### src/hw/rtl/date_time_difference_unit_defines.svh
// ----------------------------------------------------------------------------
// Date-time difference unit assertion macros
// Shared concurrent assertion forms for the date-time difference unit.
// ----------------------------------------------------------------------------
`ifndef DATE_TIME_DIFFERENCE_UNIT_DEFINES_SVH
`define DATE_TIME_DIFFERENCE_UNIT_DEFINES_SVH

// A condition that must hold whenever the antecedent holds in the same cycle.
`define DTD_ASSERT_SAME(name, clk, rst, ante, cons) \
   name: assert property (@(posedge clk) disable iff (rst) (ante) |-> (cons)) \
      else $error("date_time_difference_unit: same-cycle check failed");

// A condition that must hold in the cycle after the antecedent holds.
`define DTD_ASSERT_NEXT(name, clk, rst, ante, cons) \
   name: assert property (@(posedge clk) disable iff (rst) (ante) |=> (cons)) \
      else $error("date_time_difference_unit: next-cycle check failed");

`endif

### src/hw/rtl/dtd_pkg.sv
// ----------------------------------------------------------------------------
// Date-time difference package
// Field widths, unit codes, pipeline types and calendar helper functions.
// ----------------------------------------------------------------------------
`default_nettype none

package dtd_pkg;

   localparam int YEAR_W   = 14;
   localparam int MONTH_W  = 4;
   localparam int DAY_W    = 5;
   localparam int HOUR_W   = 5;
   localparam int MINUTE_W = 6;
   localparam int SECOND_W = 6;
   localparam int AMOUNT_W = 40;
   localparam int DAYS_W   = 24;
   localparam int UNIT_W   = 3;

   typedef enum logic [UNIT_W-1:0] {
      UNIT_SECOND = 3'd0,
      UNIT_MINUTE = 3'd1,
      UNIT_HOUR   = 3'd2,
      UNIT_DAY    = 3'd3,
      UNIT_MONTH  = 3'd4,
      UNIT_YEAR   = 3'd5
   } dtd_unit_type;

   typedef struct packed {
      logic [YEAR_W-1:0]   year;
      logic [MONTH_W-1:0]  month;
      logic [DAY_W-1:0]    day;
      logic [HOUR_W-1:0]   hour;
      logic [MINUTE_W-1:0] minute;
      logic [SECOND_W-1:0] second;
   } dtd_date_type;

   typedef struct packed {
      logic signed [DAYS_W:0]     day_diff;
      logic signed [YEAR_W:0]     year_diff;
      logic signed [MONTH_W:0]    month_diff;
      logic signed [HOUR_W:0]     hour_diff;
      logic signed [MINUTE_W:0]   minute_diff;
      logic signed [SECOND_W:0]   second_diff;
      dtd_unit_type               unit;
      logic                       bad;
   } dtd_stage_type;

   // Quotient by 25 through a reciprocal multiply; exact for every 13-bit value.
   function automatic logic [8:0] div25(input logic [12:0] value);
      logic [25:0] product;
      product = 26'(value) * 26'd5243;
      return product[25:17];
   endfunction

   function automatic logic is_mult25(input logic [12:0] value);
      return value == (13'(div25(value)) * 13'd25);
   endfunction

   function automatic logic is_leap(input logic [YEAR_W-1:0] year);
      logic by4;
      logic by100;
      logic by400;
      by4   = (year[1:0] == 2'd0);
      by100 = by4 && is_mult25(13'(year[YEAR_W-1:2]));
      by400 = (year[3:0] == 4'd0) && is_mult25(13'(year[YEAR_W-1:4]));
      return (by4 && !by100) || by400;
   endfunction

   function automatic logic [DAY_W-1:0] month_length(input logic [MONTH_W-1:0] month,
                                                     input logic leap);
      logic [DAY_W-1:0] length;
      case (month)
         4'd1, 4'd3, 4'd5, 4'd7, 4'd8, 4'd10, 4'd12: length = 5'd31;
         4'd4, 4'd6, 4'd9, 4'd11:                    length = 5'd30;
         4'd2:                                       length = leap ? 5'd29 : 5'd28;
         default:                                    length = 5'd0;
      endcase
      return length;
   endfunction

   // Days before the first of the month in a year that starts in March.
   function automatic logic [8:0] month_offset(input logic [MONTH_W-1:0] month);
      logic [8:0] offset;
      case (month)
         4'd1:    offset = 9'd306;
         4'd2:    offset = 9'd337;
         4'd3:    offset = 9'd0;
         4'd4:    offset = 9'd31;
         4'd5:    offset = 9'd61;
         4'd6:    offset = 9'd92;
         4'd7:    offset = 9'd122;
         4'd8:    offset = 9'd153;
         4'd9:    offset = 9'd184;
         4'd10:   offset = 9'd214;
         4'd11:   offset = 9'd245;
         4'd12:   offset = 9'd275;
         default: offset = 9'd0;
      endcase
      return offset;
   endfunction

endpackage

`default_nettype wire

### src/hw/rtl/date_time_difference_unit.sv
// ----------------------------------------------------------------------------
// Date-time difference unit
// An accepted item passes the input registers, the stage register and the result register in turn.
// Throughput: one item per cycle; busy stays low, as the pipeline never stalls.
// Day count and field compare feed the stage register; the unit amount feeds the result register.
// Reset clears the valid bits of every stage, so no result is in flight after it.
// ----------------------------------------------------------------------------
`default_nettype none

`include "date_time_difference_unit_defines.svh"

module date_time_difference_unit (
   input  logic                               clock,
   input  logic                               reset,
   input  logic                               start,
   output logic                               busy,
   input  logic [dtd_pkg::YEAR_W-1:0]         req_lhs_year,
   input  logic [dtd_pkg::MONTH_W-1:0]        req_lhs_month,
   input  logic [dtd_pkg::DAY_W-1:0]          req_lhs_day,
   input  logic [dtd_pkg::HOUR_W-1:0]         req_lhs_hour,
   input  logic [dtd_pkg::MINUTE_W-1:0]       req_lhs_minute,
   input  logic [dtd_pkg::SECOND_W-1:0]       req_lhs_second,
   input  logic [dtd_pkg::YEAR_W-1:0]         req_rhs_year,
   input  logic [dtd_pkg::MONTH_W-1:0]        req_rhs_month,
   input  logic [dtd_pkg::DAY_W-1:0]          req_rhs_day,
   input  logic [dtd_pkg::HOUR_W-1:0]         req_rhs_hour,
   input  logic [dtd_pkg::MINUTE_W-1:0]       req_rhs_minute,
   input  logic [dtd_pkg::SECOND_W-1:0]       req_rhs_second,
   output logic                               rsp_valid,
   output logic signed [dtd_pkg::AMOUNT_W-1:0] rsp_diff_amount,
   output logic [dtd_pkg::UNIT_W-1:0]         rsp_diff_unit,
   output logic                               rsp_bad_date
);

   logic                                accept;
   dtd_pkg::dtd_date_type               lhs_in;
   dtd_pkg::dtd_date_type               rhs_in;
   dtd_pkg::dtd_date_type               lhs_ff;
   dtd_pkg::dtd_date_type               rhs_ff;
   logic                                in_valid_ff;
   logic [dtd_pkg::DAYS_W-1:0]          lhs_days;
   logic [dtd_pkg::DAYS_W-1:0]          rhs_days;
   logic                                lhs_bad;
   logic                                rhs_bad;
   dtd_pkg::dtd_stage_type              stage_in;
   dtd_pkg::dtd_stage_type              stage_ff;
   logic                                stage_valid_ff;
   logic signed [dtd_pkg::AMOUNT_W-1:0] amount_in;
   logic signed [dtd_pkg::AMOUNT_W-1:0] amount_ff;
   dtd_pkg::dtd_unit_type               unit_ff;
   logic                                bad_ff;
   logic                                rsp_valid_ff;
   logic                                year_unit_valid;

   assign busy   = 1'b0;
   assign accept = start && !busy;

   assign lhs_in = '{year: req_lhs_year, month: req_lhs_month, day: req_lhs_day,
                     hour: req_lhs_hour, minute: req_lhs_minute, second: req_lhs_second};
   assign rhs_in = '{year: req_rhs_year, month: req_rhs_month, day: req_rhs_day,
                     hour: req_rhs_hour, minute: req_rhs_minute, second: req_rhs_second};

   dtd_day_count u_lhs_day_count (
      .year  (lhs_ff.year),
      .month (lhs_ff.month),
      .day   (lhs_ff.day),
      .days  (lhs_days),
      .bad   (lhs_bad)
   );

   dtd_day_count u_rhs_day_count (
      .year  (rhs_ff.year),
      .month (rhs_ff.month),
      .day   (rhs_ff.day),
      .days  (rhs_days),
      .bad   (rhs_bad)
   );

   always_comb begin
      stage_in.day_diff    = $signed({1'b0, lhs_days}) - $signed({1'b0, rhs_days});
      stage_in.year_diff   = $signed({1'b0, lhs_ff.year}) - $signed({1'b0, rhs_ff.year});
      stage_in.month_diff  = $signed({1'b0, lhs_ff.month}) - $signed({1'b0, rhs_ff.month});
      stage_in.hour_diff   = $signed({1'b0, lhs_ff.hour}) - $signed({1'b0, rhs_ff.hour});
      stage_in.minute_diff = $signed({1'b0, lhs_ff.minute}) - $signed({1'b0, rhs_ff.minute});
      stage_in.second_diff = $signed({1'b0, lhs_ff.second}) - $signed({1'b0, rhs_ff.second});
      stage_in.bad         = lhs_bad || rhs_bad;
      if (lhs_ff.second != rhs_ff.second) begin
         stage_in.unit = dtd_pkg::UNIT_SECOND;
      end else if (lhs_ff.minute != rhs_ff.minute) begin
         stage_in.unit = dtd_pkg::UNIT_MINUTE;
      end else if (lhs_ff.hour != rhs_ff.hour) begin
         stage_in.unit = dtd_pkg::UNIT_HOUR;
      end else if (lhs_ff.day != rhs_ff.day) begin
         stage_in.unit = dtd_pkg::UNIT_DAY;
      end else if (lhs_ff.month != rhs_ff.month) begin
         stage_in.unit = dtd_pkg::UNIT_MONTH;
      end else if (lhs_ff.year != rhs_ff.year) begin
         stage_in.unit = dtd_pkg::UNIT_YEAR;
      end else begin
         stage_in.unit = dtd_pkg::UNIT_SECOND;
      end
   end

   dtd_amount u_amount (
      .stage  (stage_ff),
      .amount (amount_in)
   );

   always_ff @(posedge clock) begin
      if (reset) begin
         in_valid_ff    <= 1'b0;
         stage_valid_ff <= 1'b0;
         rsp_valid_ff   <= 1'b0;
      end else begin
         in_valid_ff    <= accept;
         stage_valid_ff <= in_valid_ff;
         rsp_valid_ff   <= stage_valid_ff;
      end
   end

   always_ff @(posedge clock) begin
      if (accept) begin
         lhs_ff <= lhs_in;
         rhs_ff <= rhs_in;
      end
      stage_ff  <= stage_in;
      amount_ff <= amount_in;
      unit_ff   <= stage_ff.unit;
      bad_ff    <= stage_ff.bad;
   end

   assign rsp_valid       = rsp_valid_ff;
   assign rsp_diff_amount = amount_ff;
   assign rsp_diff_unit   = unit_ff;
   assign rsp_bad_date    = bad_ff;

   assign year_unit_valid = stage_valid_ff && (stage_ff.unit == dtd_pkg::UNIT_YEAR);

   `DTD_ASSERT_NEXT(a_accept_enters, clock, reset, accept, in_valid_ff)
   `DTD_ASSERT_NEXT(a_stage_follows, clock, reset, in_valid_ff, stage_valid_ff)
   `DTD_ASSERT_NEXT(a_result_follows, clock, reset, stage_valid_ff, rsp_valid_ff)
   `DTD_ASSERT_NEXT(a_coarse_nonzero, clock, reset, year_unit_valid, rsp_diff_amount != 40'sd0)
   `DTD_ASSERT_SAME(a_no_stall, clock, reset, rsp_valid_ff, !busy)

endmodule

`default_nettype wire

### src/hw/rtl/dtd_day_count.sv
// ----------------------------------------------------------------------------
// Date-time difference day counter
// Proleptic Gregorian day number of one date and its calendar validity check.
// ----------------------------------------------------------------------------
`default_nettype none

module dtd_day_count (
   input  logic [dtd_pkg::YEAR_W-1:0]  year,
   input  logic [dtd_pkg::MONTH_W-1:0] month,
   input  logic [dtd_pkg::DAY_W-1:0]   day,
   output logic [dtd_pkg::DAYS_W-1:0]  days,
   output logic                        bad
);

   logic [dtd_pkg::MONTH_W-1:0] month_clamped;
   logic [dtd_pkg::YEAR_W:0]    shifted_year;
   logic [12:0]                 quarter;
   logic [10:0]                 sixteenth;
   logic [dtd_pkg::DAY_W-1:0]   length;

   always_comb begin
      if (month == 4'd0) begin
         month_clamped = 4'd1;
      end else if (month > 4'd12) begin
         month_clamped = 4'd12;
      end else begin
         month_clamped = month;
      end
   end

   // January and February count as the end of the previous year.
   assign shifted_year = 15'(year) + 15'd400 - ((month_clamped <= 4'd2) ? 15'd1 : 15'd0);
   assign quarter      = shifted_year[14:2];
   assign sixteenth    = shifted_year[14:4];

   assign days = 24'(shifted_year) * 24'd365
               + 24'(quarter)
               - 24'(dtd_pkg::div25(quarter))
               + 24'(dtd_pkg::div25(13'(sixteenth)))
               + 24'(dtd_pkg::month_offset(month_clamped))
               + 24'(day);

   assign length = dtd_pkg::month_length(month, dtd_pkg::is_leap(year));
   assign bad    = (month == 4'd0) || (month > 4'd12) || (day == 5'd0) || (day > length);

endmodule

`default_nettype wire

### src/hw/rtl/dtd_amount.sv
// ----------------------------------------------------------------------------
// Date-time difference amount
// Forms the signed difference in the selected unit from the field differences.
// ----------------------------------------------------------------------------
`default_nettype none

module dtd_amount (
   input  dtd_pkg::dtd_stage_type              stage,
   output logic signed [dtd_pkg::AMOUNT_W-1:0] amount
);

   localparam logic signed [dtd_pkg::AMOUNT_W-1:0] SECS_PER_DAY     = 40'sd86400;
   localparam logic signed [dtd_pkg::AMOUNT_W-1:0] SECS_PER_HOUR    = 40'sd3600;
   localparam logic signed [dtd_pkg::AMOUNT_W-1:0] SECS_PER_MINUTE  = 40'sd60;
   localparam logic signed [dtd_pkg::AMOUNT_W-1:0] MINUTES_PER_DAY  = 40'sd1440;
   localparam logic signed [dtd_pkg::AMOUNT_W-1:0] MINUTES_PER_HOUR = 40'sd60;
   localparam logic signed [dtd_pkg::AMOUNT_W-1:0] HOURS_PER_DAY    = 40'sd24;
   localparam logic signed [dtd_pkg::AMOUNT_W-1:0] MONTHS_PER_YEAR  = 40'sd12;

   logic signed [dtd_pkg::AMOUNT_W-1:0] day_ext;
   logic signed [dtd_pkg::AMOUNT_W-1:0] year_ext;
   logic signed [dtd_pkg::AMOUNT_W-1:0] month_ext;
   logic signed [dtd_pkg::AMOUNT_W-1:0] hour_ext;
   logic signed [dtd_pkg::AMOUNT_W-1:0] minute_ext;
   logic signed [dtd_pkg::AMOUNT_W-1:0] second_ext;

   assign day_ext    = 40'($signed(stage.day_diff));
   assign year_ext   = 40'($signed(stage.year_diff));
   assign month_ext  = 40'($signed(stage.month_diff));
   assign hour_ext   = 40'($signed(stage.hour_diff));
   assign minute_ext = 40'($signed(stage.minute_diff));
   assign second_ext = 40'($signed(stage.second_diff));

   // Lower fields that agree cancel, so every unit is an exact count.
   always_comb begin
      case (stage.unit)
         dtd_pkg::UNIT_SECOND: amount = day_ext * SECS_PER_DAY + hour_ext * SECS_PER_HOUR
                                      + minute_ext * SECS_PER_MINUTE + second_ext;
         dtd_pkg::UNIT_MINUTE: amount = day_ext * MINUTES_PER_DAY
                                      + hour_ext * MINUTES_PER_HOUR + minute_ext;
         dtd_pkg::UNIT_HOUR:   amount = day_ext * HOURS_PER_DAY + hour_ext;
         dtd_pkg::UNIT_DAY:    amount = day_ext;
         dtd_pkg::UNIT_MONTH:  amount = year_ext * MONTHS_PER_YEAR + month_ext;
         dtd_pkg::UNIT_YEAR:   amount = year_ext;
         default:              amount = '0;
      endcase
   end

endmodule

`default_nettype wire
### config.mk
export PLATFORM = sky130hd
export DESIGN_NAME = date_time_difference_unit
export DESIGN_NICKNAME = d
export VERILOG_FILES = /design/src/hw/rtl/dtd_pkg.sv /design/src/hw/rtl/date_time_difference_unit.sv /design/src/hw/rtl/dtd_day_count.sv /design/src/hw/rtl/dtd_amount.sv
export VERILOG_INCLUDE_DIRS = /design/src /design/src/hw/rtl
export SDC_FILE = /design/constraint.sdc
export NUM_CORES = 2
export LEC_CHECK = 0
export BUFFER_PORTS_ARGS = -buffer_cell sky130_fd_sc_hd__buf_2
export CAP_MARGIN = 20
export CORE_MARGIN = 2
export CORE_UTILIZATION = 37
export CTS_CLUSTER_DIAMETER = 80
export DETAILED_ROUTE_END_ITERATION = 7
export GPL_ROUTABILITY_DRIVEN = 0
export PLACE_DENSITY_LB_ADDON = 0.25
export SLEW_MARGIN = 10
export SYNTH_ARGS = -nofsm -noshare
export SYNTH_HDL_FRONTEND = slang
export SYNTH_HIERARCHICAL = 1
export SYNTH_SLANG_ARGS = --single-unit
### constraint.sdc
create_clock -name clock -period 17.7 [get_ports clock]
set_input_delay 2.655 -clock clock [delete_from_list [all_inputs] [get_ports clock]]
set_output_delay 2.655 -clock clock [all_outputs]
set_load 0.01 [all_outputs]
; ---- Word level (Yosys, flattened, before mapping)
; Memories as Yosys holds them, arrays and structs flattened.
; Index checks and enable logic that the tools add are counted.
[word_totals]
output_inout_bits = 46
input_bits = 83
n_memories = 2
mem_bits_ro = 288
reg_bits = 196
wordCells = 171
[memory_table]
columns = memory, words, width, rd, rd_ports_with_merged_regs, wr, line_no
row1 = (name not given), 16, 9, 1, 0, 0, dtd_pkg.sv:84  ; case (month)
row2 = (name not given), 16, 9, 1, 0, 0, dtd_pkg.sv:84
[op_classes]
n_reduce_logical = 32
magnitude_cmp = 6
addsub = 27
n_mux = 16
multipliers = 21
n_eq_ne = 39
[op_table]
columns = operator, count
row1 = one-hot mux 40 bit (6 select lines), 1
row2 = adder 40 bit, 3
row3 = adder 40 x 7 -> 40 bit, 2
row4 = multiplier 13 x 13 -> 26 bit (second input constant), 2
row5 = multiplier 12 x 13 -> 25 bit (second input constant), 2
row6 = adder 24 x 13 -> 24 bit, 2
row7 = adder 24 x 5 -> 24 bit, 2
row8 = adder 24 x 7 -> 24 bit, 2
row9 = adder 24 x 9 -> 24 bit, 2
row10 = multiplier 11 x 13 -> 24 bit (second input constant), 2
row11 = multiplier 15 x 9 -> 24 bit (second input constant), 2
row12 = subtractor 24 x 9 -> 24 bit, 2
row13 = multiplier 10 x 13 -> 23 bit (second input constant), 2
row14 = == test 4 bit (second input constant), 10
row15 = multiplier 25 x 11 -> 33 bit (second input constant), 1
row16 = multiplier 6 x 5 -> 11 bit (second input constant), 3
row17 = adder 31 x 6 -> 32 bit, 1
row18 = == test 4 x 3 -> 1 bit (second input constant), 8
row19 = multiplier 25 x 7 -> 32 bit (second input constant), 1
row20 = adder 14 x 9 -> 15 bit (second input constant), 2
row21 = one-hot mux 5 bit (3 select lines), 2
row22 = subtractor 15 bit, 2
row23 = multiplier 25 x 3 -> 28 bit (second input constant), 1
row24 = == test 12 x 13 -> 1 bit, 2
row25 = other kinds (37), 82

; ---- Depth between registers and ports, before layout
[depth]
depth_word = 13
ltp_mapped = 66
depth_no_buf = 63

; ---- Hierarchy
; The synthesis kept the hierarchy.
[modules_own_cells]
columns = mod, instances, seq_area_each_um2, area_per_inst_um2, cells_each
row1 = dtd_amount, 1, 0.0, 20372.0, 2534
row2 = dtd_day_count (u_lhs_day_count), 1, 0.0, 15123.3, 1604
row3 = dtd_day_count (u_rhs_day_count), 1, 0.0, 15123.3, 1586
row4 = date_time_difference_unit, 1, 4724.5, 7828.8, 637

; ---- Worst setup path after synthesis
; Ideal clock, no wire load.
[synth_path]
kind = register to register
startpoint = register lhs_ff[24] (netlist bit)
endpoint = register stage_ff[67] (netlist bit)
period_less_slack_ns = 14.153
path_buffers = 3
arrival_time_ns = 14.081
setup_ns = 0.072
stages_incl_launch_ff = 63
t_required_ns = 17.628
path_slack_ns = 3.547
cell_sequence = edfxtp_1 -> clkbuf_1 -> clkbuf_1 -> nor2_1 -> nor2_1 -> o21a_1 -> ha_1 -> inv_1 -> a21oi_1 -> ha_1 -> inv_1 -> ha_1 -> inv_1 -> fa_1 -> o21bai_1 -> a21oi_1 -> o21ai_0 -> a211oi_1 -> (+27 left out) -> fa_1 -> inv_1 -> ha_1 -> nand3_1 -> a31oi_1 -> o31ai_1 -> nand2_1 -> a21o_1 -> a21oi_1 -> xnor2_1 -> ha_1 -> buf_2 -> a21oi_2 -> o21ai_1 -> a2111oi_4 -> o2111ai_1 -> nand2_1 -> xnor2_1
[synth_lines]
columns = element, line_no
row1 = start: declaration, date_time_difference_unit.sv:38  ; dtd_pkg::dtd_date_type lhs_ff;
row2 = start signal: assignment, date_time_difference_unit.sv:123  ; lhs_ff <= lhs_in;
row3 = end signal: assignment, date_time_difference_unit.sv:126  ; stage_ff <= stage_in;
row4 = end: declaration, date_time_difference_unit.sv:46  ; dtd_pkg::dtd_stage_type stage_ff;

==> out/results.md <==
| Parameter | Reported | Unit |
|:---|:---|:---|
| Result of the run | complete, no violations | - |
| Worst R2R Setup Slack | 2120 | ps |
| Placed wire-length estimate after detailed placement | 137000 | um |
| Final net count | 8627 | - |
| Setup Crit Path Kind | reg -> reg | - |
| Synth unique cells | 110 | - |
| Predominant post-synthesis flop cell | sky130_fd_sc_hd__dfxtp_1 | - |
| Cell Area, Synth | 0.0584 | mm2 |
| Portion of the clock cycle consumed by the worst path in the final layout | 88.0 | % |
| # H-tree levels | 4 | - |
| Overall routed net length | 159000 | um |
| Cell with the most instances on the worst path | sky130_fd_sc_hd__fa_1 | - |
| Type of element launching the critical path | flop | - |
| Via count | 43600 | - |
| Minimum period implied by the final worst setup slack | 15580 | ps |
| Initial core utilization | 37.3 | % |
| Post-Synthesis Cells | 6361 | - |
| Worst path slowest cell | sky130_fd_sc_hd__xnor2_1 | - |
| Total gr overflow | 0 | - |
| Die Span Y | 401 | um |
| Number of buffers on the longest clock path | 2 | - |
| Placeable Area | 0.157 | mm2 |
| Synth top area cells | sky130_fd_sc_hd__ha_1 27%, sky130_fd_sc_hd__fa_1 26%, sky130_fd_sc_hd__inv_1 9.8%, sky130_fd_sc_hd__xnor2_1 4.3%, sky130_fd_sc_hd__edfxtp_1 4.1% | - |
| Fillers | 15800 | - |
| Final-report setup violation count | 0 | - |
| Count of flip-flops with a built-in enable after synthesis | 80 | - |
| Required time of the critical path | 18110 | ps |
| Worst skew pair latency | 560 | ps |
| Arrival time at the worst endpoint | 15990 | ps |
| Wire length of the first global-routing pass | 254000 | um |
| Clock tree from TritonCTS | built | - |
| Horizontal die dimension | 401 | um |
| Gates resized, CTS repair | 0 | - |
| Fraction of layout instances using a drive strength above 1 | 4.72 | % |
| Count of unresolved DRC violations after routing | 0 | - |
| Violation count after the first detailed-routing iteration | 2389 | - |
| Clock tree skew after final layout | 25.6 | ps |
| Hold crit path type | reg -> reg | - |
| Upper clock frequency limit | 0.0642 | GHz |
| Number of buffers inserted for hold repair after clock tree synthesis | 0 | - |
| Library cell with the largest summed area after synthesis | sky130_fd_sc_hd__ha_1 | - |
| Most frequent cells in the layout | 1520 x sky130_fd_sc_hd__inv_1, 1279 x sky130_fd_sc_hd__ha_1, 755 x sky130_fd_sc_hd__fa_1, 325 x sky130_fd_sc_hd__a21oi_1, 281 x sky130_fd_sc_hd__xnor2_1 | - |
| Setup repair after global routing missed its margin | false | - |
| Total negative slack for setup checks | 0 | ps |
| Post-layout utilization of the core | 40.0 | % |
| Number of buffers added by the clock tree synthesis step | 17 | - |
| CP max FO | 19 | - |
| Vias in the first global route | 45700 | - |
| Site Rows | 145 | - |
| Fraction of synthesized cell area taken by the top area cell type | 27.4 | % |
| Worst Setup End Kind | flop | - |
| Seq cells post-synth | 196 | - |
| Async set-reset flop share out of synthesis | 0 | % |
| Number of detailed-route iterations in the first pass | 6 | - |
| Final Hold Fails | 0 | - |
| Number of primary I/O pins | 129 | - |
| Worst rel slew slack | 25.1 | % |
| Synthesis warning total | 6 | - |
| Layout Area Growth over Synthesis | 7.09 | % |
| Global Route Usage Sum | 20.1 | % |
| Minimum hold slack | 343 | ps |
| Count of nets left with antenna violations after detail routing | 0 | - |
| Largest incremental delay on the critical path | 720 | ps |
| Mean cell area of the mapped netlist | 9.19 | um2 |
| Clock sink count | 196 | - |
| Clock Pin Slew Worst Setup and Hold Paths | 100 | ps |
| Number of buffers added for setup after CTS | 0 | - |
| Post-synth net total | 8478 | - |
| Wire length per cell | 18.5 | um |
| Count of pins over their slew limit | 0 | - |
| Quantity of I/O buffers inserted on ports | 127 | - |
| Die area | 0.161 | mm2 |
| Maxcap violations | 0 | - |
| Slew at the pin with the worst max-slew slack | 1120 | ps |
| Share of the yosys chip area belonging to registers | 8.08 | % |
| Routed vias/inst | 5.08 | - |
| Largest net degree at the start of global routing | 58 | - |
| Number of antenna violations at the first check in global routing | 13 | - |
| Clock root buffer master | sky130_fd_sc_hd__clkbuf_16 | - |
| Commonest non-fill, non-tap cell in the layout | sky130_fd_sc_hd__inv_1 | - |
## per-stage QoR
| stage | area [um2] | instances | worst slack [ps] |
|---|---|---|---|
| after floorplan | 58400 | 6361 | 3550 |
| after global placement | 61900 | 8549 | 2400 |
| after detailed placement | 61900 | 8549 | 2150 |
| after CTS | 62600 | 8581 | 2100 |
| after global routing | 62600 | 8582 | 1200 |
| final | 62600 | 8586 | 2120 |
## worst max-delay path: cells and delay by family (launching register included)
kind,cells,cell delay (ps)
AO/OA/AOI/OAI,27,6070
XOR/XNOR,1,720
adder cells (fa/ha/maj),18,6770
buffers and inverters,8,480
flip-flops,1,710
AND/OR/NAND/NOR,4,670
## cell type report
type / count / area (um2) / area share (%)
sequential: 196 / 4730 / 7.55
clock inverter: 15 / 234 / 0.374
inverter: 1523 / 5720 / 9.13
multi-input combinational: 4585 / 47800 / 76.4
tap: 2058 / 2570 / 4.11
clock buffer: 17 / 425 / 0.680
timing repair buffer: 187 / 1090 / 1.74
antenna: 5 / 12.5 / 0.0200
## cell usage after synthesis, drive strengths merged, types with 70 or more instances
cell type  number
fa            755
nand2         195
nand3          81
ha           1279
xor2          140
o21ai         245
edfxtp         80
inv          1522
a21oi         333
nor3           78
nand2b         70
xnor2         288
nor2          220
dfxtp         116
a21o          153
## state kept, by name (all words and copies together), names as in the netlist
name,count
rsp_diff_unit,3
rsp_valid,1
stage_valid_ff,1
in_valid_ff,1
lhs_ff,40
rsp_diff_amount,40
rhs_ff,40
stage_ff,69
rsp_bad_date,1
## path summary, 6_finish.rpt
kind	from	end	depth (start not counted)
setup / recovery	rhs_ff[24]	stage_ff[65]	58
hold / removal	stage_ff[0]	rsp_bad_date	0
setup reg to reg	rhs_ff[24]	stage_ff[65]	58
hold reg to reg	stage_ff[0]	rsp_bad_date	0
## routing by layer
layer	GRT usage (%)	share of wire [%]	vias to the layer above	routed length, um
li1	-	-	21300	-
met1	27.7	47	21300	75200
met2	33.9	47	810	74500
met3	2.05	3.8	129	5980
met4	4.32	2.1	0	3320
met5	0	0	-	0
## kinds of logic (layout without fill, tap and decap cells)
| logic type | count (synthesis) | count (layout) | share of synthesized area (%) |
|---|---|---|---|
| AND/OR/NAND/NOR | 898 | 898 | 7.66 |
| adder cells (fa/ha/maj) | 2034 | 2034 | 53.2 |
| buffers and inverters | 1580 | 1742 | 10.2 |
| flip-flops | 196 | 196 | 8.08 |
| multiplexers | 36 | 36 | 0.709 |
| AO/OA/AOI/OAI | 1179 | 1179 | 13.3 |
| other | 1 | 6 | 0.00642 |
| XOR/XNOR | 437 | 437 | 6.78 |
Power is not shown: default switching activity piles up to over one toggle a cycle in this logic, so the estimate is an artifact.
